**src/rtl/core/frt_pkg.sv**
```systemverilog
// shared types and constants of the fragment reassembly tracker
package frt_pkg;

    // item kinds carried in tuser
    localparam logic [1:0] KIND_FRAG  = 2'd0;
    localparam logic [1:0] KIND_TICK  = 2'd1;
    localparam logic [1:0] KIND_CLEAR = 2'd2;

    // configuration register indexes
    localparam logic [1:0] REG_BYTE_ORDER = 2'd0;
    localparam logic [1:0] REG_REQ_SIZE   = 2'd1;
    localparam logic [1:0] REG_FRAG_COUNT = 2'd2;

    localparam int          CNT_W    = 11;
    localparam int          TICK_W   = 16;
    localparam logic [15:0] TICK_MAX = 16'hFFFF;
    localparam int          BIT_W    = 5;

    // beat widths
    localparam int IN_DATA_W  = 168;
    localparam int OUT_DATA_W = 32;

    // fragment check result handed to the control
    typedef struct packed {
        logic hdr_ok;
        logic id_ok;
    } t_check;

    // control states
    typedef enum logic [2:0] {
        S_IDLE  = 3'b001,
        S_PROC  = 3'b010,
        S_CLEAR = 3'b100
    } t_state;

endpackage

```
**src/rtl/core/frt_bitmap_ram.sv**
```systemverilog
// single port write, single port read bitmap memory with registered read data
module frt_bitmap_ram #(
    parameter int DEPTH = 32,
    parameter int AW    = 5
) (
    input  logic          i_clk,
    input  logic          i_we,
    input  logic [AW-1:0] i_waddr,
    input  logic [31:0]   i_wdata,
    input  logic          i_re,
    input  logic [AW-1:0] i_raddr,
    output logic [31:0]   o_rdata
);

    logic [31:0] r_mem [DEPTH];
    logic [31:0] r_rdata;

    // write port
    always_ff @(posedge i_clk) begin
        if (i_we) begin
            r_mem[i_waddr] <= i_wdata;
        end
    end

    // read port, data held until the next read
    always_ff @(posedge i_clk) begin
        if (i_re) begin
            r_rdata <= r_mem[i_raddr];
        end
    end

    assign o_rdata = r_rdata;

endmodule

```
**src/rtl/core/frt_frag_check.sv**
```systemverilog
// header and byte range check plus bitmap address decode of a fragment beat
module frt_frag_check #(
    parameter int MAX_FRAGMENTS = 1024,
    parameter int AW            = 5
) (
    input  logic                          i_byte_order,
    input  logic [31:0]                   i_request_size,
    input  logic [31:0]                   i_fragment_size,
    input  logic [31:0]                   i_fragment_offset,
    input  logic [31:0]                   i_fragment_total,
    input  logic [31:0]                   i_fragment_index,
    input  logic                          i_exp_byte_order,
    input  logic [31:0]                   i_exp_req_size,
    input  logic [frt_pkg::CNT_W-1:0]     i_exp_frag_count,
    output frt_pkg::t_check               o_check,
    output logic [AW-1:0]                 o_word,
    output logic [frt_pkg::BIT_W-1:0]     o_bit
);

    localparam logic [31:0] MAX_ID = 32'(MAX_FRAGMENTS);

    logic [32:0] end_byte;
    logic [31:0] exp_total;

    // end of the byte range without wrap
    assign end_byte  = {1'b0, i_fragment_offset} + {1'b0, i_fragment_size};
    assign exp_total = {{(32 - frt_pkg::CNT_W){1'b0}}, i_exp_frag_count};

    assign o_check.hdr_ok = (i_byte_order == i_exp_byte_order) &&
                            (i_request_size == i_exp_req_size) &&
                            (i_fragment_total == exp_total) &&
                            (i_fragment_offset < i_request_size) &&
                            (end_byte <= {1'b0, i_request_size});

    // id inside both the request and the bitmap
    assign o_check.id_ok = (i_fragment_index < exp_total) && (i_fragment_index < MAX_ID);

    assign o_word = i_fragment_index[frt_pkg::BIT_W +: AW];
    assign o_bit  = i_fragment_index[frt_pkg::BIT_W-1:0];

endmodule

```
**src/rtl/core/fragment_reassembly_tracker_top.sv**
```systemverilog
// fragment reassembly tracker top: bitmap memory with read-modify-write control
// a result is registered once the beat's bitmap word is read and the output register is free,
// for every beat kind; beats are taken one at a time (bitmap read, then write back); a stalled result
// holds the next beat in processing while it waits in the output register
// a clear beat is followed by a sweep that zeroes every bitmap word with the input held off
// reset (synchronous, active low) zeroes the configuration registers and counts, then sweeps the bitmap
module fragment_reassembly_tracker_top #(
    parameter int MAX_FRAGMENTS = 1024
) (
    input  logic        i_clk,
    input  logic        i_rst_n,
    // byte_order[0], request_size[32:1], fragment_size[64:33], fragment_offset[96:65],
    // fragment_total[128:97], fragment_index[160:129], zero fill[167:161]
    input  logic [167:0] s_axis_tdata,
    // req_type[1:0]
    input  logic [1:0]  s_axis_tuser,
    input  logic        s_axis_tvalid,
    output logic        s_axis_tready,
    // header_ok[0], duplicate[1], newly_marked[2], request_complete[3],
    // timeout_ticks[19:4], received_total[30:20], zero fill[31]
    output logic [31:0] m_axis_tdata,
    output logic        m_axis_tvalid,
    input  logic        m_axis_tready,
    input  logic        psel,
    input  logic        penable,
    input  logic        pwrite,
    input  logic [3:0]  paddr,
    input  logic [31:0] pwdata,
    output logic [31:0] prdata,
    output logic        pready
);

    localparam int WORDS = (MAX_FRAGMENTS + 31) / 32;
    localparam int AW    = (WORDS > 1) ? $clog2(WORDS) : 1;
    localparam logic [AW-1:0] LAST_WORD = AW'(WORDS - 1);

    // configuration registers
    logic                        r_exp_byte_order;
    logic [31:0]                 r_exp_req_size;
    logic [frt_pkg::CNT_W-1:0]   r_exp_frag_count;

    // control and tracking state
    frt_pkg::t_state             r_state, n_state;
    logic [AW-1:0]               r_clr_addr;
    logic [frt_pkg::CNT_W-1:0]   r_rcv_cnt, n_rcv_cnt;
    logic [frt_pkg::TICK_W-1:0]  r_tick_cnt, n_tick_cnt;

    // item held between accept and result
    logic [1:0]                  r_kind;
    frt_pkg::t_check             r_chk;
    logic [AW-1:0]               r_word;
    logic [frt_pkg::BIT_W-1:0]   r_bit;

    // output register
    logic                        r_out_valid;
    logic [31:0]                 r_out_data;

    frt_pkg::t_check             chk;
    logic [AW-1:0]               word;
    logic [frt_pkg::BIT_W-1:0]   bit_idx;
    logic [31:0]                 rd_data;
    logic [31:0]                 bit_mask;
    logic                        s_accept;
    logic                        cfg_write;
    logic                        out_free;
    logic                        proc_fire;
    logic                        is_frag;
    logic                        dup;
    logic                        mark;
    logic                        mem_we;
    logic [AW-1:0]               mem_waddr;
    logic [31:0]                 mem_wdata;
    logic [31:0]                 res_data;

    assign s_accept  = s_axis_tvalid && s_axis_tready;
    assign cfg_write = psel && penable && pwrite && pready;
    assign pready    = 1'b1;

    // configuration writes
    always_ff @(posedge i_clk) begin
        if (!i_rst_n) begin
            r_exp_byte_order <= 1'b0;
            r_exp_req_size   <= '0;
            r_exp_frag_count <= '0;
        end else if (cfg_write) begin
            case (paddr[3:2])
                frt_pkg::REG_BYTE_ORDER: r_exp_byte_order <= pwdata[0];
                frt_pkg::REG_REQ_SIZE:   r_exp_req_size   <= pwdata;
                frt_pkg::REG_FRAG_COUNT: r_exp_frag_count <= pwdata[frt_pkg::CNT_W-1:0];
                default: ;
            endcase
        end
    end

    // configuration reads
    always_comb begin
        case (paddr[3:2])
            frt_pkg::REG_BYTE_ORDER: prdata = {31'b0, r_exp_byte_order};
            frt_pkg::REG_REQ_SIZE:   prdata = r_exp_req_size;
            frt_pkg::REG_FRAG_COUNT: prdata = {{(32 - frt_pkg::CNT_W){1'b0}}, r_exp_frag_count};
            default:                 prdata = '0;
        endcase
    end

    // fragment check on the incoming beat
    frt_frag_check #(
        .MAX_FRAGMENTS (MAX_FRAGMENTS),
        .AW            (AW)
    ) u_check (
        .i_byte_order      (s_axis_tdata[0]),
        .i_request_size    (s_axis_tdata[32:1]),
        .i_fragment_size   (s_axis_tdata[64:33]),
        .i_fragment_offset (s_axis_tdata[96:65]),
        .i_fragment_total  (s_axis_tdata[128:97]),
        .i_fragment_index  (s_axis_tdata[160:129]),
        .i_exp_byte_order  (r_exp_byte_order),
        .i_exp_req_size    (r_exp_req_size),
        .i_exp_frag_count  (r_exp_frag_count),
        .o_check           (chk),
        .o_word            (word),
        .o_bit             (bit_idx)
    );

    // bitmap, read at accept and written back when the result is formed
    frt_bitmap_ram #(
        .DEPTH (WORDS),
        .AW    (AW)
    ) u_bitmap (
        .i_clk   (i_clk),
        .i_we    (mem_we),
        .i_waddr (mem_waddr),
        .i_wdata (mem_wdata),
        .i_re    (s_accept),
        .i_raddr (word),
        .o_rdata (rd_data)
    );

    // capture the accepted item
    always_ff @(posedge i_clk) begin
        if (s_accept) begin
            r_kind <= s_axis_tuser;
            r_chk  <= chk;
            r_word <= word;
            r_bit  <= bit_idx;
        end
    end

    // result logic on the read data
    assign out_free  = !r_out_valid || m_axis_tready;
    assign proc_fire = (r_state == frt_pkg::S_PROC) && out_free;
    assign is_frag   = (r_kind == frt_pkg::KIND_FRAG);
    assign bit_mask  = 32'b1 << r_bit;
    assign dup       = r_chk.id_ok ? ((rd_data & bit_mask) != '0) : 1'b1;
    assign mark      = is_frag && r_chk.hdr_ok && !dup;

    // memory write: mark during processing, zero during the sweep
    assign mem_we    = (proc_fire && mark) || (r_state == frt_pkg::S_CLEAR);
    assign mem_waddr = (r_state == frt_pkg::S_CLEAR) ? r_clr_addr : r_word;
    assign mem_wdata = (r_state == frt_pkg::S_CLEAR) ? 32'b0 : (rd_data | bit_mask);

    // next counts
    always_comb begin
        n_rcv_cnt  = r_rcv_cnt;
        n_tick_cnt = r_tick_cnt;
        if (proc_fire) begin
            case (r_kind)
                frt_pkg::KIND_FRAG: begin
                    if (mark) begin
                        n_rcv_cnt = r_rcv_cnt + 1'b1;
                    end
                end
                frt_pkg::KIND_TICK: begin
                    if (r_tick_cnt != frt_pkg::TICK_MAX) begin
                        n_tick_cnt = r_tick_cnt + 1'b1;
                    end
                end
                frt_pkg::KIND_CLEAR: begin
                    n_rcv_cnt  = '0;
                    n_tick_cnt = '0;
                end
                default: ;
            endcase
        end
    end

    assign res_data = {1'b0, n_rcv_cnt, n_tick_cnt, (n_rcv_cnt == r_exp_frag_count),
                       mark, is_frag && dup, is_frag && r_chk.hdr_ok};

    // control state machine
    always_comb begin
        n_state = r_state;
        case (r_state)
            frt_pkg::S_IDLE: begin
                if (s_accept) begin
                    n_state = frt_pkg::S_PROC;
                end
            end
            frt_pkg::S_PROC: begin
                if (proc_fire) begin
                    n_state = (r_kind == frt_pkg::KIND_CLEAR) ? frt_pkg::S_CLEAR : frt_pkg::S_IDLE;
                end
            end
            frt_pkg::S_CLEAR: begin
                if (r_clr_addr == LAST_WORD) begin
                    n_state = frt_pkg::S_IDLE;
                end
            end
            default: n_state = frt_pkg::S_IDLE;
        endcase
    end

    assign s_axis_tready = (r_state == frt_pkg::S_IDLE);

    // state, counts and sweep address
    always_ff @(posedge i_clk) begin
        if (!i_rst_n) begin
            r_state    <= frt_pkg::S_CLEAR;
            r_clr_addr <= '0;
            r_rcv_cnt  <= '0;
            r_tick_cnt <= '0;
        end else begin
            r_state    <= n_state;
            r_rcv_cnt  <= n_rcv_cnt;
            r_tick_cnt <= n_tick_cnt;
            if (r_state == frt_pkg::S_CLEAR) begin
                r_clr_addr <= (r_clr_addr == LAST_WORD) ? '0 : r_clr_addr + 1'b1;
            end
        end
    end

    // output register
    always_ff @(posedge i_clk) begin
        if (!i_rst_n) begin
            r_out_valid <= 1'b0;
        end else if (proc_fire) begin
            r_out_valid <= 1'b1;
        end else if (m_axis_tready) begin
            r_out_valid <= 1'b0;
        end
    end

    always_ff @(posedge i_clk) begin
        if (proc_fire) begin
            r_out_data <= res_data;
        end
    end

    assign m_axis_tvalid = r_out_valid;
    assign m_axis_tdata  = r_out_data;

    // no beat is taken while the bitmap is swept
    a_no_accept_in_sweep: assert property (@(posedge i_clk) disable iff (!i_rst_n)
        (r_state == frt_pkg::S_CLEAR) |-> !s_axis_tready)
        else $error("beat accepted during bitmap sweep");

    // a marking write is followed by a result that reports the mark
    a_mark_reported: assert property (@(posedge i_clk) disable iff (!i_rst_n)
        (proc_fire && mark) |=> (m_axis_tvalid && m_axis_tdata[2] && m_axis_tdata[0]))
        else $error("marked fragment not reported");

    // the received count only steps by one or returns to zero
    a_count_step: assert property (@(posedge i_clk) disable iff (!i_rst_n)
        1'b1 |=> (r_rcv_cnt == $past(r_rcv_cnt)) || (r_rcv_cnt == $past(r_rcv_cnt) + 1'b1) ||
                 (r_rcv_cnt == '0))
        else $error("received count jumped");

    // a result is only formed when the output register can take it
    a_no_overwrite: assert property (@(posedge i_clk) disable iff (!i_rst_n)
        (m_axis_tvalid && !m_axis_tready) |=> ($stable(m_axis_tdata) && m_axis_tvalid))
        else $error("pending result overwritten");

endmodule
```
**config.mk**
```make
export PLATFORM = sky130hd
export DESIGN_NAME = fragment_reassembly_tracker_top
export DESIGN_NICKNAME = d
export VERILOG_FILES = /design/src/rtl/core/frt_pkg.sv /design/src/rtl/core/frt_bitmap_ram.sv /design/src/rtl/core/frt_frag_check.sv /design/src/rtl/core/fragment_reassembly_tracker_top.sv
export SDC_FILE = /design/constraint.sdc
export NUM_CORES = 1
export LEC_CHECK = 0
export BUFFER_PORTS_ARGS = -buffer_cell sky130_fd_sc_hd__buf_4
export CORE_UTILIZATION = 35
export DETAILED_ROUTE_END_ITERATION = 8
export PLACE_DENSITY_LB_ADDON = 0.3
export SLEW_MARGIN = 20
export SYNTH_ARGS = -nofsm -noshare
export SYNTH_HDL_FRONTEND = slang
export SYNTH_SLANG_ARGS = --single-unit
```
**constraint.sdc**
```tcl
create_clock -name i_clk -period 6.9 [get_ports i_clk]
set_input_delay 1.035 -clock i_clk [delete_from_list [all_inputs] [get_ports i_clk]]
set_output_delay 1.035 -clock i_clk [all_outputs]
set_load 0.01 [all_outputs]
```
==> results.json <==
{
  "synth.cell_area_mm2": 0.05022,
  "synth.net_count": 3130,
  "antenna_found_initial": 2,
  "rr_endpoint": "u_bitmap.r_mem[11][31]",
  "max-vdd-ir-drop_mv": 0.2317,
  "fillers": 12640,
  "yosys_warnings": 0,
  "fin_nets": 3475,
  "synth_seq_area_share_pct": 69.02,
  "ys_ff_latch": 1181,
  "fmax_ghz": 0.1967,
  "seqCellArea_mm2": 0.03466,
  "start_util_pct": 35.39,
  "setup_slack_ns": 1.815,
  "rrSetupSlack_ns": 1.81,
  "synth_edf_count": 1101,
  "rr_startpoint": "r_bit[4]",
  "via_per_inst": 5.299,
  "dieWidth_um": 380.8,
  "synth_cells": 2804,
  "cts-hold-fix-buffers": 0,
  "tightest_slew_ns": 1.104,
  "period_minus_slack_ns": 5.085,
  "slowest_stage": "edfxtp_1",
  "coreArea_mm2": 0.1419,
  "cts_tree": "yes",
  "start_kind": "flip-flop",
  "crit_buf_inv": 1,
  "crit_required_ns": 7.28,
  "worst_hold_path.endpoint": "r_kind[0]",
  "clkSlewWorstSetupHoldPaths_ns": 0.07,
  "run_status": "complete, no violations",
  "ys_top_cells_by_area": "edfxtp_1 66%, mux4_2 14%, dfxtp_1 3.2%",
  "fin_tns_setup_ns": 0,
  "period_share_pct": 73.70,
  "cpPeakStageDelay_ns": 0.93,
  "netlist.area_leader.share_pct": 65.83,
  "worstSetupPathType": "reg2reg",
  "drt_pass1_iterations": 8,
  "cp_max_fo": 20,
  "place_ws_ns": 1.236,
  "hpwl_um": 78440,
  "routed_wirelength_um": 128300,
  "reg2reg_depth": 9,
  "min_path_type": "in2reg",
  "max-slew-margin-rel_pct": 26.19,
  "cts.path.max_buffers": 3,
  "rsz0062_at_grt": "false",
  "critical_path_arrival_ns": 5.46,
  "cp_cell_sequence": "mux2_2 -> a22oi_1 -> a21boi_0 -> or3_1 -> nor2_1 -> a21o_1 -> a31oi_2 -> nor2_4 -> buf_4",
  "post_cts_buffers": 0,
  "instances_no_fill": 5133,
  "placementRows": 138,
  "drive_above_1_share_pct": 28.96,
  "dp.cells": 4921,
  "min_path_cells": 1,
  "drt_iter0_drc": 2437,
  "multi_input_area_mm2": 0.01506,
  "portBuffers": 268,
  "clock_latency_ns": 0.76,
  "slew_viol_final": 0,
  "holdWs_ns": 0.4605,
  "grt.total_usage_pct": 17.51,
  "yosysTopAreaCell": "edfxtp_1",
  "setup_viol": 0,
  "hold_viol_final": 0,
  "place_area_mm2": 0.05511,
  "areaGrowthSynthToFinish_pct": 17.15,
  "synth-main-ff-cell": "edfxtp_1",
  "grt_pass1_vias": 27170,
  "cap_viol_max_count": 0,
  "avgSynthCellArea_um2": 17.91,
  "synth_cell_type_count": 76,
  "antenna_left": 0,
  "hp-start": "s_axis_tuser[0]",
  "cts_made_buffers": 116,
  "gp_congestion": 0.8913,
  "final_common_cell": "edfxtp_1",
  "power_leakage_nw": 20.28,
  "ys_async_sr_fraction_pct": 0,
  "wl_per_cell_um": 24.99,
  "clock-sinks": 1181,
  "clockRootBuffer": "clkbuf_16",
  "htree_levels": 3,
  "grt_max_degree": 101,
  "worst_clock_skew_ns": 0.04772,
  "grt_first_pass_wirelength_um": 186900,
  "grt-ovfl-total": 0,
  "die-area_mm2": 0.1450,
  "num_vias": 27200,
  "die_h_um": 380.8,
  "powerDensity_mw_per_mm2": 266.0,
  "cts_resized": 0,
  "end_kind": "flip-flop",
  "num_io_pins": 280,
  "drc_errors": 0,
  "fin_area_mm2": 0.05884,
  "path_delay_family": "simple AND/OR/NAND/NOR gates",
  "final_cell_mix": "1101 x edfxtp_1, 354 x buf_4, 320 x mux4_2"
}
-- Yosys cell counts (37+ instances only) --
master,count
a21boi_0,50
a21o_1,40
a21oi_1,88
and2_1,55
clkbuf_1,88
dfxtp_1,80
edfxtp_1,1101
ha_1,112
inv_1,62
mux4_2,320
nand2_1,154
nor2_1,127
o21ai_0,37
xnor2_1,49
xor2_1,37
-- kinds of logic (layout without fill, tap and decap cells) --
| logic type | Yosys count | in the layout | synth area share, % |
|---|---|---|---|
| compound gates | 308 | 308 | 4.138 |
| flops | 1181 | 1181 | 69.02 |
| buf+inv | 197 | 635 | 1.537 |
| other cells | 2 | 3 | 0.01495 |
| xor+xnor | 86 | 86 | 1.500 |
| fa+ha+maj | 113 | 113 | 2.830 |
| mux | 369 | 369 | 15.43 |
| simple gates | 548 | 548 | 5.538 |
-- layout make-up --
cell class / count / area share [%]
inverter: 62 / 0.3955
clock buffer: 138 / 5.110
tap: 1890 / 4.019
clock inverter: 73 / 1.204
multi-input combinational: 1426 / 25.60
sequential: 1181 / 58.91
timing repair buffer: 362 / 4.757
antenna: 1 / 0.004253
-- metal layers --
layer | up-vias | GRT usage (%) | share of wire (%)
met1 | 14120 | 24.12 | 43
li1 | 11980 | - | -
met2 | 945 | 28.57 | 48
met3 | 148 | 3.056 | 6.3
met5 | - | 0 | 0.0094
met4 | 2 | 4.678 | 2.1
-- power breakdown --
part,switching [W],internal [W],total (W)
clock network,0.00274,0.00346,0.00620
logic,0.000781,0.000567,0.00135
registers,0.0000477,0.00805,0.00810
-- sequential cells by signal, indices dropped and copies added (netlist names) --
| register | flops |
|---|---|
| r_chk | 2 |
| u_bitmap.o_rdata | 32 |
| r_exp_byte_order | 1 |
| r_exp_req_size | 32 |
| m_axis_tvalid | 1 |
| r_clr_addr | 5 |
| r_rcv_cnt | 11 |
| r_tick_cnt | 16 |
| r_word | 5 |
| r_bit | 5 |
| r_state | 3 |
| r_exp_frag_count | 11 |
| m_axis_tdata | 31 |
| u_bitmap.r_mem | 1024 |
| r_kind | 2 |
-- stage by stage --
stage                     total power (W)  utilization [%]
after floorplan                  0.009057                -
after global placement           0.009605            38.83
after detailed placement         0.009615            38.83
after CTS                         0.01581            41.45
after global routing              0.01615            41.46
final                             0.01565            41.46
-- worst max path at each step --
stage / from / end / slack, ns / depth (start not counted)
2_1_floorplan: m_axis_tready / u_bitmap.r_mem[1][0] / 2.08 / 10
3_3_place_gp: s_axis_tdata[33] / r_chk[1] / 1.25 / 22
3_5_place_dp: s_axis_tdata[65] / r_chk[1] / 1.24 / 22
4_1_cts: r_bit[4] / u_bitmap.r_mem[11][8] / 1.82 / 9
5_1_grt: r_bit[4] / u_bitmap.r_mem[11][23] / 1.57 / 9
6_report: r_bit[4] / u_bitmap.r_mem[11][31] / 1.81 / 9
Note: power is estimated with default switching activity, not from simulation.
